### src/rbb_pkg.sv
`timescale 1ns / 1ps
// ----------------------------------------------------------------------------
// rbb_pkg: shared definitions for the region box blur core
// Register indexes, reset values, default parameter values and the command
// and status bundles between the controller and the datapath.
// ----------------------------------------------------------------------------
package rbb_pkg;

    // Fixed field widths
    localparam int POS_BITS      = 6;   // out_row / out_col
    localparam int DIM_BITS      = 7;   // image_rows / image_cols
    localparam int REGION_BITS   = 6;   // region corner registers
    localparam int CFG_DATA_BITS = 7;   // widest register
    localparam int CFG_IDX_BITS  = 3;
    localparam int CNT_BITS      = 4;   // window cell count, 1 to 9

    // Default parameter values
    localparam int DEF_MAX_COLS   = 64;
    localparam int DEF_MAX_ROWS   = 64;
    localparam int DEF_PIXEL_BITS = 16;
    localparam int DEF_FRAC_BITS  = 8;

    // Register indexes
    localparam logic [CFG_IDX_BITS-1:0] CFG_IMAGE_ROWS       = 3'd0;
    localparam logic [CFG_IDX_BITS-1:0] CFG_IMAGE_COLS       = 3'd1;
    localparam logic [CFG_IDX_BITS-1:0] CFG_REGION_ROW_FIRST = 3'd2;
    localparam logic [CFG_IDX_BITS-1:0] CFG_REGION_COL_FIRST = 3'd3;
    localparam logic [CFG_IDX_BITS-1:0] CFG_REGION_ROW_LAST  = 3'd4;
    localparam logic [CFG_IDX_BITS-1:0] CFG_REGION_COL_LAST  = 3'd5;

    // Register reset values
    localparam logic [DIM_BITS-1:0]    RST_IMAGE_ROWS  = 7'd64;
    localparam logic [DIM_BITS-1:0]    RST_IMAGE_COLS  = 7'd64;
    localparam logic [REGION_BITS-1:0] RST_REGION_FIRST = 6'd0;
    localparam logic [REGION_BITS-1:0] RST_REGION_LAST  = 6'd63;

    // Controller to datapath
    typedef struct packed {
        logic accept;     // latch the input request, read the line stores
        logic load;       // shift window, update line stores, plan results
        logic pick;       // take the next planned result
        logic acc_step;   // add one window cell
        logic div_start;  // start the mean division
        logic out_load;   // move the result into the output register
    } rbb_cmd_t;

    // Datapath to controller
    typedef struct packed {
        logic emask_empty; // no results left for this request
        logic in_region;   // current result is averaged
        logic acc_last;    // last window cell this cycle
        logic div_done;    // quotient ready
        logic out_free;    // output register can take a result
    } rbb_sts_t;

endpackage

### src/rbb_ram.sv
`timescale 1ns / 1ps
// ----------------------------------------------------------------------------
// rbb_ram: generic single-write, single-read RAM
// One write port and one read port with registered read data.
// ----------------------------------------------------------------------------
module rbb_ram #(
    parameter int WIDTH = 16,
    parameter int DEPTH = 64
) (
    input  logic                     aclk,
    input  logic                     we,
    input  logic [$clog2(DEPTH)-1:0] waddr,
    input  logic [WIDTH-1:0]         wdata,
    input  logic [$clog2(DEPTH)-1:0] raddr,
    output logic [WIDTH-1:0]         rdata
);

    logic [WIDTH-1:0] mem [DEPTH];

    always_ff @(posedge aclk) begin
        if (we) begin
            mem[waddr] <= wdata;
        end
        rdata <= mem[raddr];
    end

endmodule

### src/rbb_div.sv
`timescale 1ns / 1ps
// ----------------------------------------------------------------------------
// rbb_div: sequential mean divider
// Divides (sum << FRAC_BITS) by a small count, truncating toward zero.
// Restoring division, one quotient bit per cycle.
// ----------------------------------------------------------------------------
module rbb_div
    import rbb_pkg::*;
#(
    parameter int SUM_BITS  = 20,
    parameter int FRAC_BITS = 8,
    parameter int OUT_BITS  = 24
) (
    input  logic                       aclk,
    input  logic                       aresetn,
    input  logic                       start,
    input  logic signed [SUM_BITS-1:0] sum,
    input  logic [CNT_BITS-1:0]        divisor,
    output logic                       done,
    output logic [OUT_BITS-1:0]        quotient
);

    localparam int MAG_BITS  = SUM_BITS + FRAC_BITS;
    localparam int STEP_BITS = $clog2(MAG_BITS + 1);

    logic [SUM_BITS-1:0]  mag;
    logic [MAG_BITS-1:0]  quo_reg;
    logic [CNT_BITS-1:0]  rem_reg;
    logic [CNT_BITS-1:0]  dvs_reg;
    logic [STEP_BITS-1:0] step_reg;
    logic                 busy_reg;
    logic                 done_reg;
    logic                 neg_reg;
    logic [CNT_BITS:0]    trial;
    logic                 fits;
    logic [MAG_BITS-1:0]  signed_quo;

    // magnitude of the dividend
    assign mag = sum[SUM_BITS-1] ? (~sum + 1'b1) : sum;

    // one restoring step
    assign trial = {rem_reg, quo_reg[MAG_BITS-1]};
    assign fits  = trial >= {1'b0, dvs_reg};

    // control
    always_ff @(posedge aclk) begin
        if (!aresetn) begin
            busy_reg <= 1'b0;
            done_reg <= 1'b0;
            step_reg <= '0;
        end else if (start) begin
            busy_reg <= 1'b1;
            done_reg <= 1'b0;
            step_reg <= STEP_BITS'(MAG_BITS);
        end else if (busy_reg) begin
            step_reg <= step_reg - 1'b1;
            if (step_reg == STEP_BITS'(1)) begin
                busy_reg <= 1'b0;
                done_reg <= 1'b1;
            end
        end
    end

    // datapath
    always_ff @(posedge aclk) begin
        if (start) begin
            quo_reg <= MAG_BITS'(mag) << FRAC_BITS;
            rem_reg <= '0;
            dvs_reg <= divisor;
            neg_reg <= sum[SUM_BITS-1];
        end else if (busy_reg) begin
            quo_reg <= {quo_reg[MAG_BITS-2:0], fits};
            rem_reg <= fits ? CNT_BITS'(trial - {1'b0, dvs_reg}) : trial[CNT_BITS-1:0];
        end
    end

    assign signed_quo = neg_reg ? (~quo_reg + 1'b1) : quo_reg;
    assign quotient   = signed_quo[OUT_BITS-1:0];
    assign done       = done_reg;

endmodule

### src/rbb_datapath.sv
`timescale 1ns / 1ps
// ----------------------------------------------------------------------------
// rbb_datapath: line stores, window, accumulator and output register
// Holds configuration, position counters, the two line stores, the 3x3
// window, the result planner, the cell accumulator and the mean divider.
// ----------------------------------------------------------------------------
module rbb_datapath
    import rbb_pkg::*;
#(
    parameter int MAX_COLS   = DEF_MAX_COLS,
    parameter int MAX_ROWS   = DEF_MAX_ROWS,
    parameter int PIXEL_BITS = DEF_PIXEL_BITS,
    parameter int FRAC_BITS  = DEF_FRAC_BITS
) (
    input  logic                            aclk,
    input  logic                            aresetn,
    input  logic                            cfg_wr_en,
    input  logic [CFG_IDX_BITS-1:0]         cfg_index,
    input  logic [CFG_DATA_BITS-1:0]        cfg_wdata,
    input  rbb_cmd_t                        cmd,
    output rbb_sts_t                        sts,
    input  logic [PIXEL_BITS-1:0]           pixel_in,
    input  logic                            out_ready,
    output logic                            out_valid,
    output logic [PIXEL_BITS+FRAC_BITS-1:0] out_pixel,
    output logic [POS_BITS-1:0]             out_row,
    output logic [POS_BITS-1:0]             out_col,
    output logic                            out_last,
    output logic                            out_done
);

    localparam int CB       = $clog2(MAX_COLS);
    localparam int RB       = $clog2(MAX_ROWS);
    localparam int SUM_BITS = PIXEL_BITS + 4;
    localparam int OUT_BITS = PIXEL_BITS + FRAC_BITS;

    // configuration registers
    logic [DIM_BITS-1:0]    image_rows_reg;
    logic [DIM_BITS-1:0]    image_cols_reg;
    logic [REGION_BITS-1:0] region_row_first_reg;
    logic [REGION_BITS-1:0] region_col_first_reg;
    logic [REGION_BITS-1:0] region_row_last_reg;
    logic [REGION_BITS-1:0] region_col_last_reg;

    // position and request state
    logic [RB-1:0]         row_cnt_reg;
    logic [CB-1:0]         col_cnt_reg;
    logic [RB-1:0]         last_row;
    logic [CB-1:0]         last_col;
    logic [RB-1:0]         cur_row;
    logic [CB-1:0]         cur_col;
    logic [RB-1:0]         r_reg;
    logic [CB-1:0]         c_reg;
    logic [PIXEL_BITS-1:0] px_reg;

    // line stores and window
    logic [PIXEL_BITS-1:0]        prev_rdata;
    logic [PIXEL_BITS-1:0]        prev2_rdata;
    logic signed [PIXEL_BITS-1:0] win_reg [3][3];

    // result planning
    logic [3:0]    emask_reg;
    logic [3:0]    emask_new;
    logic [3:0]    pick_bit;
    logic          pick_dr;
    logic          pick_dc;
    logic [RB-1:0] pick_row;
    logic [CB-1:0] pick_col;
    logic          pick_in_region;
    logic          dr_reg;
    logic          dc_reg;
    logic [RB-1:0] orow_reg;
    logic [CB-1:0] ocol_reg;
    logic          in_region_reg;
    logic          last_reg;
    logic          done_flag_reg;

    // accumulation
    logic [2:0]                   row_ok;
    logic [2:0]                   col_ok;
    logic [1:0]                   n_rows;
    logic [1:0]                   n_cols;
    logic [CNT_BITS-1:0]          div_cnt;
    logic [1:0]                   ci_reg;
    logic [1:0]                   cj_reg;
    logic signed [PIXEL_BITS-1:0] cell_val;
    logic signed [SUM_BITS-1:0]   acc_reg;
    logic signed [PIXEL_BITS-1:0] center_reg;

    // division and output
    logic                div_done;
    logic [OUT_BITS-1:0] div_q;
    logic [OUT_BITS-1:0] result;
    logic                out_valid_reg;
    logic [OUT_BITS-1:0] out_pixel_reg;
    logic [POS_BITS-1:0] out_row_reg;
    logic [POS_BITS-1:0] out_col_reg;
    logic                out_last_reg;
    logic                out_done_reg;

    // configuration writes
    always_ff @(posedge aclk) begin
        if (!aresetn) begin
            image_rows_reg       <= RST_IMAGE_ROWS;
            image_cols_reg       <= RST_IMAGE_COLS;
            region_row_first_reg <= RST_REGION_FIRST;
            region_col_first_reg <= RST_REGION_FIRST;
            region_row_last_reg  <= RST_REGION_LAST;
            region_col_last_reg  <= RST_REGION_LAST;
        end else if (cfg_wr_en) begin
            unique case (cfg_index)
                CFG_IMAGE_ROWS:       image_rows_reg       <= cfg_wdata;
                CFG_IMAGE_COLS:       image_cols_reg       <= cfg_wdata;
                CFG_REGION_ROW_FIRST: region_row_first_reg <= cfg_wdata[REGION_BITS-1:0];
                CFG_REGION_COL_FIRST: region_col_first_reg <= cfg_wdata[REGION_BITS-1:0];
                CFG_REGION_ROW_LAST:  region_row_last_reg  <= cfg_wdata[REGION_BITS-1:0];
                CFG_REGION_COL_LAST:  region_col_last_reg  <= cfg_wdata[REGION_BITS-1:0];
                default: ;
            endcase
        end
    end

    // last row and column, size clamped to 1..MAX
    always_comb begin
        if (image_rows_reg == '0) begin
            last_row = '0;
        end else if (int'(image_rows_reg) > MAX_ROWS) begin
            last_row = RB'(MAX_ROWS - 1);
        end else begin
            last_row = RB'(image_rows_reg - 7'd1);
        end
        if (image_cols_reg == '0) begin
            last_col = '0;
        end else if (int'(image_cols_reg) > MAX_COLS) begin
            last_col = CB'(MAX_COLS - 1);
        end else begin
            last_col = CB'(image_cols_reg - 7'd1);
        end
    end

    // counters pulled back inside a shrunken image
    assign cur_row = (row_cnt_reg > last_row) ? last_row : row_cnt_reg;
    assign cur_col = (col_cnt_reg > last_col) ? last_col : col_cnt_reg;

    // request capture
    always_ff @(posedge aclk) begin
        if (cmd.accept) begin
            px_reg <= pixel_in;
            r_reg  <= cur_row;
            c_reg  <= cur_col;
        end
    end

    // line stores: read on accept, written back during load
    rbb_ram #(.WIDTH(PIXEL_BITS), .DEPTH(MAX_COLS)) u_prev (
        .aclk  (aclk),
        .we    (cmd.load),
        .waddr (c_reg),
        .wdata (px_reg),
        .raddr (cur_col),
        .rdata (prev_rdata)
    );

    rbb_ram #(.WIDTH(PIXEL_BITS), .DEPTH(MAX_COLS)) u_prev2 (
        .aclk  (aclk),
        .we    (cmd.load),
        .waddr (c_reg),
        .wdata (prev_rdata),
        .raddr (cur_col),
        .rdata (prev2_rdata)
    );

    // window shift
    always_ff @(posedge aclk) begin
        if (cmd.load) begin
            for (int i = 0; i < 3; i++) begin
                win_reg[i][0] <= win_reg[i][1];
                win_reg[i][1] <= win_reg[i][2];
            end
            win_reg[0][2] <= prev2_rdata;
            win_reg[1][2] <= prev_rdata;
            win_reg[2][2] <= px_reg;
        end
    end

    // results caused by this request, bit 0 first
    assign emask_new[0] = (r_reg != '0) && (c_reg != '0);
    assign emask_new[1] = (r_reg != '0) && (c_reg == last_col);
    assign emask_new[2] = (r_reg == last_row) && (c_reg != '0);
    assign emask_new[3] = (r_reg == last_row) && (c_reg == last_col);

    // position counters and plan
    always_ff @(posedge aclk) begin
        if (!aresetn) begin
            row_cnt_reg <= '0;
            col_cnt_reg <= '0;
            emask_reg   <= '0;
        end else if (cmd.load) begin
            emask_reg <= emask_new;
            if (c_reg >= last_col) begin
                col_cnt_reg <= '0;
                row_cnt_reg <= (r_reg >= last_row) ? '0 : r_reg + 1'b1;
            end else begin
                col_cnt_reg <= c_reg + 1'b1;
            end
        end else if (cmd.pick) begin
            emask_reg <= emask_reg & ~pick_bit;
        end
    end

    // next result: offset from the window corner
    always_comb begin
        pick_bit = '0;
        pick_dr  = 1'b0;
        pick_dc  = 1'b0;
        if (emask_reg[0]) begin
            pick_bit = 4'b0001;
            pick_dr  = 1'b1;
            pick_dc  = 1'b1;
        end else if (emask_reg[1]) begin
            pick_bit = 4'b0010;
            pick_dr  = 1'b1;
        end else if (emask_reg[2]) begin
            pick_bit = 4'b0100;
            pick_dc  = 1'b1;
        end else if (emask_reg[3]) begin
            pick_bit = 4'b1000;
        end
    end

    assign pick_row = r_reg - RB'(pick_dr);
    assign pick_col = c_reg - CB'(pick_dc);

    // region test; the rows and columns are already inside the image
    assign pick_in_region = (int'(pick_row) >= int'(region_row_first_reg))
                         && (int'(pick_row) <= int'(region_row_last_reg))
                         && (int'(pick_col) >= int'(region_col_first_reg))
                         && (int'(pick_col) <= int'(region_col_last_reg));

    always_ff @(posedge aclk) begin
        if (cmd.pick) begin
            dr_reg        <= pick_dr;
            dc_reg        <= pick_dc;
            orow_reg      <= pick_row;
            ocol_reg      <= pick_col;
            in_region_reg <= pick_in_region;
            last_reg      <= (emask_reg & ~pick_bit) == '0;
            done_flag_reg <= (pick_row == last_row) && (pick_col == last_col);
        end
    end

    // window rows and columns that take part in the mean
    assign row_ok[0] = dr_reg && (int'(r_reg) >= 2);
    assign row_ok[1] = r_reg != '0;
    assign row_ok[2] = 1'b1;
    assign col_ok[0] = dc_reg && (int'(c_reg) >= 2);
    assign col_ok[1] = c_reg != '0;
    assign col_ok[2] = 1'b1;

    assign n_rows  = 2'd1 + 2'(row_ok[0]) + 2'(row_ok[1]);
    assign n_cols  = 2'd1 + 2'(col_ok[0]) + 2'(col_ok[1]);
    assign div_cnt = CNT_BITS'({2'b00, n_rows} * {2'b00, n_cols});

    // walk the window one cell a cycle; the centre is caught on the way
    assign cell_val = win_reg[ci_reg][cj_reg];

    always_ff @(posedge aclk) begin
        if (cmd.pick) begin
            ci_reg  <= '0;
            cj_reg  <= '0;
            acc_reg <= '0;
        end else if (cmd.acc_step) begin
            if (row_ok[ci_reg] && col_ok[cj_reg]) begin
                acc_reg <= acc_reg + SUM_BITS'(cell_val);
            end
            if (ci_reg == (dr_reg ? 2'd1 : 2'd2) && cj_reg == (dc_reg ? 2'd1 : 2'd2)) begin
                center_reg <= cell_val;
            end
            if (cj_reg == 2'd2) begin
                cj_reg <= '0;
                ci_reg <= ci_reg + 1'b1;
            end else begin
                cj_reg <= cj_reg + 1'b1;
            end
        end
    end

    rbb_div #(
        .SUM_BITS  (SUM_BITS),
        .FRAC_BITS (FRAC_BITS),
        .OUT_BITS  (OUT_BITS)
    ) u_div (
        .aclk     (aclk),
        .aresetn  (aresetn),
        .start    (cmd.div_start),
        .sum      (acc_reg),
        .divisor  (div_cnt),
        .done     (div_done),
        .quotient (div_q)
    );

    // averaged or passed through
    assign result = in_region_reg ? div_q : (OUT_BITS'(center_reg) << FRAC_BITS);

    // output register
    always_ff @(posedge aclk) begin
        if (!aresetn) begin
            out_valid_reg <= 1'b0;
        end else if (cmd.out_load) begin
            out_valid_reg <= 1'b1;
        end else if (out_ready) begin
            out_valid_reg <= 1'b0;
        end
    end

    always_ff @(posedge aclk) begin
        if (cmd.out_load) begin
            out_pixel_reg <= result;
            out_row_reg   <= POS_BITS'(orow_reg);
            out_col_reg   <= POS_BITS'(ocol_reg);
            out_last_reg  <= last_reg;
            out_done_reg  <= done_flag_reg;
        end
    end

    assign out_valid = out_valid_reg;
    assign out_pixel = out_pixel_reg;
    assign out_row   = out_row_reg;
    assign out_col   = out_col_reg;
    assign out_last  = out_last_reg;
    assign out_done  = out_done_reg;

    // status
    assign sts.emask_empty = emask_reg == '0;
    assign sts.in_region   = in_region_reg;
    assign sts.acc_last    = (ci_reg == 2'd2) && (cj_reg == 2'd2);
    assign sts.div_done    = div_done;
    assign sts.out_free    = !out_valid_reg || out_ready;

`ifndef SYNTH
    // each pick retires exactly one planned result
    a_pick_retires_one: assert property (@(posedge aclk) disable iff (!aresetn)
        cmd.pick |=> ($countones(emask_reg) + 1 == $countones($past(emask_reg))))
        else $error("pick did not retire exactly one result");

    // the flag on a loaded result matches what is left of the plan
    a_last_matches_plan: assert property (@(posedge aclk) disable iff (!aresetn)
        cmd.out_load |=> (out_last == (emask_reg == '0)))
        else $error("last flag disagrees with remaining results");

    // a mean never divides by zero
    a_div_count: assert property (@(posedge aclk) disable iff (!aresetn)
        cmd.div_start |-> (div_cnt != '0))
        else $error("zero cell count at division start");
`endif

endmodule

### src/rbb_ctrl.sv
`timescale 1ns / 1ps
// ----------------------------------------------------------------------------
// rbb_ctrl: sequencer for the region box blur core
// Takes one request at a time, updates the line stores and window, then
// steps through the results that the request causes.
// ----------------------------------------------------------------------------
module rbb_ctrl
    import rbb_pkg::*;
(
    input  logic     aclk,
    input  logic     aresetn,
    input  logic     s_tvalid,
    output logic     s_tready,
    input  rbb_sts_t sts,
    output rbb_cmd_t cmd
);

    localparam logic [2:0] ST_IDLE = 3'd0;
    localparam logic [2:0] ST_LOAD = 3'd1;
    localparam logic [2:0] ST_PICK = 3'd2;
    localparam logic [2:0] ST_ACC  = 3'd3;
    localparam logic [2:0] ST_DIVS = 3'd4;
    localparam logic [2:0] ST_DIVW = 3'd5;
    localparam logic [2:0] ST_EMIT = 3'd6;

    logic [2:0] state_reg;
    logic [2:0] state_next;

    // next state and commands
    always_comb begin
        state_next = state_reg;
        cmd        = '0;
        s_tready   = 1'b0;
        unique case (state_reg)
            ST_IDLE: begin
                s_tready = 1'b1;
                if (s_tvalid) begin
                    cmd.accept = 1'b1;
                    state_next = ST_LOAD;
                end
            end
            ST_LOAD: begin
                cmd.load   = 1'b1;
                state_next = ST_PICK;
            end
            ST_PICK: begin
                if (sts.emask_empty) begin
                    state_next = ST_IDLE;
                end else begin
                    cmd.pick   = 1'b1;
                    state_next = ST_ACC;
                end
            end
            ST_ACC: begin
                cmd.acc_step = 1'b1;
                if (sts.acc_last) begin
                    state_next = sts.in_region ? ST_DIVS : ST_EMIT;
                end
            end
            ST_DIVS: begin
                cmd.div_start = 1'b1;
                state_next    = ST_DIVW;
            end
            ST_DIVW: begin
                if (sts.div_done) begin
                    state_next = ST_EMIT;
                end
            end
            ST_EMIT: begin
                if (sts.out_free) begin
                    cmd.out_load = 1'b1;
                    state_next   = ST_PICK;
                end
            end
            default: begin
                state_next = ST_IDLE;
            end
        endcase
    end

    always_ff @(posedge aclk) begin
        if (!aresetn) begin
            state_reg <= ST_IDLE;
        end else begin
            state_reg <= state_next;
        end
    end

`ifndef SYNTH
    // an accepted request always goes on to the line store update
    a_accept_then_load: assert property (@(posedge aclk) disable iff (!aresetn)
        (s_tvalid && s_tready) |=> (state_reg == ST_LOAD))
        else $error("accepted request not followed by load");

    // the divider only finishes while its result is awaited
    a_div_done_waited: assert property (@(posedge aclk) disable iff (!aresetn)
        $rose(sts.div_done) |-> (state_reg == ST_DIVW))
        else $error("divider finished outside the wait state");
`endif

endmodule

### src/region_box_blur_3x3_core.sv
`timescale 1ns / 1ps
// ----------------------------------------------------------------------------
// region_box_blur_3x3_core: 3x3 mean filter restricted to a rectangle
// Streaming top level: controller, datapath and configuration port.
// ----------------------------------------------------------------------------
// Pixels enter in raster order on the s_ channel, one request per pixel.
// Inside the configured rectangle each result is the mean of the pixel and
// its in-image neighbours (1, 2, 3, 4, 6 or 9 values) in signed fixed point
// with FRAC_BITS fraction bits, truncated toward zero; outside it the pixel
// is passed through, scaled. A pixel causes zero to four results, lagging by
// one row and one column; m_tlast marks the last result of a request and
// m_tuser the bottom-right pixel of the image. The core works on one request
// at a time and takes no new pixel until every result of the last one has
// entered the output register. Each result walks the window cell by cell;
// an averaged result then passes through the one-bit-per-cycle mean divider.
// The user must make configuration writes only while the core is idle; the
// core itself does not enforce this.
// ----------------------------------------------------------------------------
module region_box_blur_3x3_core
    import rbb_pkg::*;
#(
    parameter int MAX_COLS   = DEF_MAX_COLS,
    parameter int MAX_ROWS   = DEF_MAX_ROWS,
    parameter int PIXEL_BITS = DEF_PIXEL_BITS,
    parameter int FRAC_BITS  = DEF_FRAC_BITS
) (
    input  logic                                   aclk,
    input  logic                                   aresetn,
    // configuration
    input  logic                                   cfg_wr_en,
    input  logic [CFG_IDX_BITS-1:0]                cfg_index,
    input  logic [CFG_DATA_BITS-1:0]               cfg_wdata,
    // input pixels
    input  logic                                   s_tvalid,
    output logic                                   s_tready,
    input  logic [((PIXEL_BITS + 7) / 8) * 8 - 1:0] s_tdata,  // pixel_in
    // results
    output logic                                   m_tvalid,
    input  logic                                   m_tready,
    output logic [((PIXEL_BITS + FRAC_BITS + 2 * POS_BITS + 7) / 8) * 8 - 1:0]
                                                   m_tdata,  // pixel_out, out_row, out_col
    output logic                                   m_tlast,  // run_last
    output logic                                   m_tuser   // image_done
);

    localparam int OUT_BITS  = PIXEL_BITS + FRAC_BITS;
    localparam int M_DATA_W  = ((OUT_BITS + 2 * POS_BITS + 7) / 8) * 8;

    rbb_cmd_t            cmd;
    rbb_sts_t            sts;
    logic [OUT_BITS-1:0] pixel_out;
    logic [POS_BITS-1:0] out_row;
    logic [POS_BITS-1:0] out_col;

    rbb_ctrl u_ctrl (
        .aclk     (aclk),
        .aresetn  (aresetn),
        .s_tvalid (s_tvalid),
        .s_tready (s_tready),
        .sts      (sts),
        .cmd      (cmd)
    );

    rbb_datapath #(
        .MAX_COLS   (MAX_COLS),
        .MAX_ROWS   (MAX_ROWS),
        .PIXEL_BITS (PIXEL_BITS),
        .FRAC_BITS  (FRAC_BITS)
    ) u_datapath (
        .aclk      (aclk),
        .aresetn   (aresetn),
        .cfg_wr_en (cfg_wr_en),
        .cfg_index (cfg_index),
        .cfg_wdata (cfg_wdata),
        .cmd       (cmd),
        .sts       (sts),
        .pixel_in  (s_tdata[PIXEL_BITS-1:0]),
        .out_ready (m_tready),
        .out_valid (m_tvalid),
        .out_pixel (pixel_out),
        .out_row   (out_row),
        .out_col   (out_col),
        .out_last  (m_tlast),
        .out_done  (m_tuser)
    );

    // result fields packed from the lowest bit up
    assign m_tdata = M_DATA_W'({out_col, out_row, pixel_out});

endmodule

### config.mk
export PLATFORM = sky130hd
export DESIGN_NAME = region_box_blur_3x3_core
export DESIGN_NICKNAME = d
export VERILOG_FILES = /design/src/rbb_pkg.sv /design/src/rbb_ram.sv /design/src/rbb_div.sv /design/src/rbb_datapath.sv /design/src/rbb_ctrl.sv /design/src/region_box_blur_3x3_core.sv
export SDC_FILE = /design/constraint.sdc
export NUM_CORES = 2
export LEC_CHECK = 0
export ABC_AREA = 1
export BUFFER_PORTS_ARGS = -buffer_cell sky130_fd_sc_hd__buf_2
export CAP_MARGIN = 0
export CORE_MARGIN = 2
export CORE_UTILIZATION = 30
export CTS_CLUSTER_DIAMETER = 80
export DETAILED_ROUTE_END_ITERATION = 6
export GPL_ROUTABILITY_DRIVEN = 1
export GPL_TIMING_DRIVEN = 0
export PLACE_DENSITY = 0.54
export SLEW_MARGIN = 40
export SYNTH_ARGS = -nofsm -noshare
export SYNTH_HDL_FRONTEND = slang
export SYNTH_SLANG_ARGS = --single-unit
### constraint.sdc
create_clock -name aclk -period 11.4 [get_ports aclk]
set_input_delay 0.57 -clock aclk [delete_from_list [all_inputs] [get_ports aclk]]
set_output_delay 0.57 -clock aclk [all_outputs]
set_load 0.1 [all_outputs]
==> flow_summary_export.csv <==
group,metric,value,unit
status,status,"finished with violations",
status,violations,"design-rule violations",
floorplanning,io_pins,75,
yosys,syn_inst,10500,
drt,avgRoutedWirePerCell,25.4,um
yosys,syn_area_per_cell,10.3,um2
grt,grt_max_degree,51,
grt,antenna_found_initial,36,
floorplanning,die-width,605,um
cells_and_area,num-nets-final,11300,
floorplanning,core,359000,um2
power,power_frac_comb,28.5,%
placed_design,place_hpwl,300,mm
floorplanning,die_y,605,um
hold_path,hp-class,"primary input to flip-flop",
clock_tree,cts.clk_slew.worst_paths,0.06,ns
drt,routed_via_density,4.98,
yosys,synthTopCellsByArea,"edfxtp_1 (64%), nand3_1 (10%), nand2_1 (7.6%)",
clock_tree,clock_latency,0.95,ns
worst_setup_path,worstSetupPathType,"flip-flop to flip-flop",
power,power_leakage,53.6,nW
yosys,synth.most_common_cell,"edfxtp_1",
drt,via_count,80400,
grt,grt_pass1_wl,564,mm
timing,tns,0,ns
worst_setup_path,cp-end-kind,"flip-flop",
clock_tree,cts_made_buffers,247,
timing,maxSlewViolCount,0,
placed_design,gp_congestion,0.943,
yosys,synth_common_cells,"edfxtp_1 (2316), nand3_1 (2213), nand2_1 (2203), inv_1 (2163), buf_2 (296)",
timing,setup_viol_count_final,0,
cells_and_area,fin_util,36.0,%
yosys,async_reset_ff_share,0,%
power,clkPwrFrac,29.0,%
worst_setup_path,cp_num_buf_inv,3,
worst_setup_path,cp-start-kind,"flip-flop",
timing,max-slew-margin-rel,33.4,%
drt,routed_wl,411,mm
clock_tree,cts_tree,"yes",
clock_tree,cts-root-buf,"clkbuf_16",
floorplanning,dieArea,366000,um2
clock_tree,clockBufferDepth,4,
worst_setup_path,max_stage_delay,0.73,ns
timing,timing.final.crit_share,50.3,%
yosys,synth_cell_type_count,53,
grt,gr-total-overflow,0,
power,vdd_ir_drop_max,0.000172,V
cells_and_area,syn2layout_area_growth,19.4,%
worst_setup_path,critPathSlowestCell,"buf_2",
timing,worst_pin_slew,1.00,ns
yosys,yosys_most_used_dff,"edfxtp_1",
power,pwr-share-seq,42.5,%
power,intPower,17.3,mW
worst_setup_path,critPathTopFamily,"simple AND/OR/NAND/NOR gates",
floorplanning,start_util,30.1,%
clock_tree,htreeDepth,4,
power,power.switching,9.90,mW
yosys,ys_seq_area_share,66.8,%
drt,drtIter0Drc,11800,
timing,rsz0062_at_grt,"false",
placed_design,numPortBuffers,69,
floorplanning,rows,220,
cells_and_area,stdcell_count,16200,
timing,finClkSkew,0.0785,ns
yosys,yosys.area.top_type,"edfxtp_1",
worst_setup_path,path_cells,"inv_1 > ha_1 > nand3_1 > nand2_2 > nand3_1 > nand2_1 > ha_1 > nand2_1 > nor2_1 > nand3_1 > nand2_2 > nand2_2 > nand2_2 > buf_2 > buf_2 > nand2_1 > nand3_1 > nand3_1 > nand3_1 > nand3_1 > nand3_1 > nand2_1",
timing,final_hold_viol_count,0,
drt,drt_drc_violations_left,1,
power,swShare,36.4,%
yosys,synth-edff-count,2316,
worst_setup_path,crit_path_frequent_cell,"nand3_1",
grt,grtUsageTotal,21.9,%
placed_design,place_area,121000,um2
placed_design,placedCellCount,15700,
grt,grt_pass1_vias,73000,
power,p_per_area,210,nW/um2
run,maxCapViolations,0,
timing,min_period,5.74,ns
drt,drtPass1Iterations,7,
cells_and_area,drive_above_1_share,11.5,%
worst_setup_path,crit_required,12.13,ns
yosys,ys_warn_count,0,
worst_setup_path,path_max_fanout,10,
timing,fmax,174,MHz
yosys,syn_area,108000,um2
cells_and_area,fin_area,129000,um2
yosys,synth_seq_cells,2451,
clock_tree,cts_sinks,2451,
yosys,post-synth-top-area-fraction,64.3,%
drt,ant_nets,0,
worst_setup_path,arrival,6.46,ns
[kinds of logic (layout without fill, tap and decap cells)]
kind of cell             Yosys count  in the layout  synth area share [%]
AND/OR/NAND/NOR                 4686           4686                  19.0
buffers and inverters           2697           3589                  9.92
flip-flops                      2451           2451                  66.8
AO/OA/AOI/OAI                    442            442                  2.26
adder cells (fa/ha/maj)           96             96                  1.12
XOR/XNOR                          57             57                 0.461
multiplexers                      48             48                 0.499
other                              1             20               0.00347
[power by group through the flow]
stage	Combinational (mW)	Clock, mW	Sequential, mW
6_report	7.74	7.89	11.5
5_1_grt	8.10	8.27	11.6
4_1_cts	7.52	7.92	11.5
3_5_place_dp	7.49	0	11.7
3_3_place_gp	6.47	0	12.4
2_1_floorplan	3.75	0	11.6
[per-layer routing]
metal,track usage [%],wire (um),up-vias
met5,0,147,-
met4,10.1,22000,22
met3,5.64,50500,872
met2,32.8,176000,4688
met1,29.5,162000,39000
li1,-,-,35800
[cell usage in the layout (no fill, tap or decap), drive strengths merged, types with 2 or more instances in the layout]
cell,synthesis,routed
o22ai,13,13
o21bai,5,5
o211ai,20,20
clkinv,6,111
nand3b,2,2
nand2,2210,2210
a22oi,7,7
diode,0,16
clkinvlp,0,8
xnor2,13,13
a21o,3,3
dfxtp,135,135
xor2,44,44
conb,1,4
o31ai,3,3
bufinv,0,14
a21boi,2,2
mux2,48,48
or2,6,6
a21oi,163,163
nor3,25,25
buf,398,825
o21ai,189,189
edfxtp,2316,2316
clkbuf,127,440
fa,2,2
inv,2166,2170
ha,94,94
nand4,17,17
o32ai,3,3
a31oi,5,5
nor4,7,7
o21a,14,14
nor2,204,204
a211oi,9,9
nand3,2213,2213
dlygate4sd3,0,19
[path summary, 6_finish.rpt]
check,from,endpoint,slack (ns),cells after the start
setup / recovery,u_datapath.image_cols_reg[0]$_SDFFE_PN0P_,u_datapath.u_prev2.rdata[7]$_DFF_P_,5.66,22
hold / removal,cfg_wdata[2],u_datapath.image_rows_reg[2]$_SDFFE_PN0P_,0.04,3
hold reg to reg,u_datapath.u_prev2.rdata[6]$_DFF_P_,u_datapath.win_reg[0][6]$_DFFE_PP_,0.39,0
setup reg to reg,u_datapath.image_cols_reg[0]$_SDFFE_PN0P_,u_datapath.u_prev2.rdata[7]$_DFF_P_,5.66,22
[worst min-delay path: cells and delay by family]
kind                   cells  cell delay, ns
buffers and inverters      1            0.16
and+or+nand+nor            2            0.16
[cell type report]
class | instances | area (um2)
diodes | 16 | 40.0
plain buffers | 525 | 2620
clock buffers | 312 | 6520
clock inverters | 131 | 975
fillers | 35400 | 230000
inverters | 2172 | 8150
multi-input cells | 5333 | 25800
flip-flops and latches | 2451 | 72300
well taps | 4773 | 5970
repair buffers | 449 | 6770
[stage by stage]
step                power [mW]  setup slack, ns  hold slack (ns)
floorplan                 15.4             2.32            0.386
global placement          18.9            -6.14            0.390
detailed placement        19.2             5.94            0.389
CTS                       27.0             5.97          0.00723
global route              27.9             5.48           0.0266
finish                    27.2             5.66           0.0444
[repair_timing]
item / CTS / global route
endpoints found under the hold margin: 19 / 0
buffers inserted: 0 / 0
hold buffers: 19 / 0
gates resized for setup: 0 / 0
(Power assumes the default switching activity.)
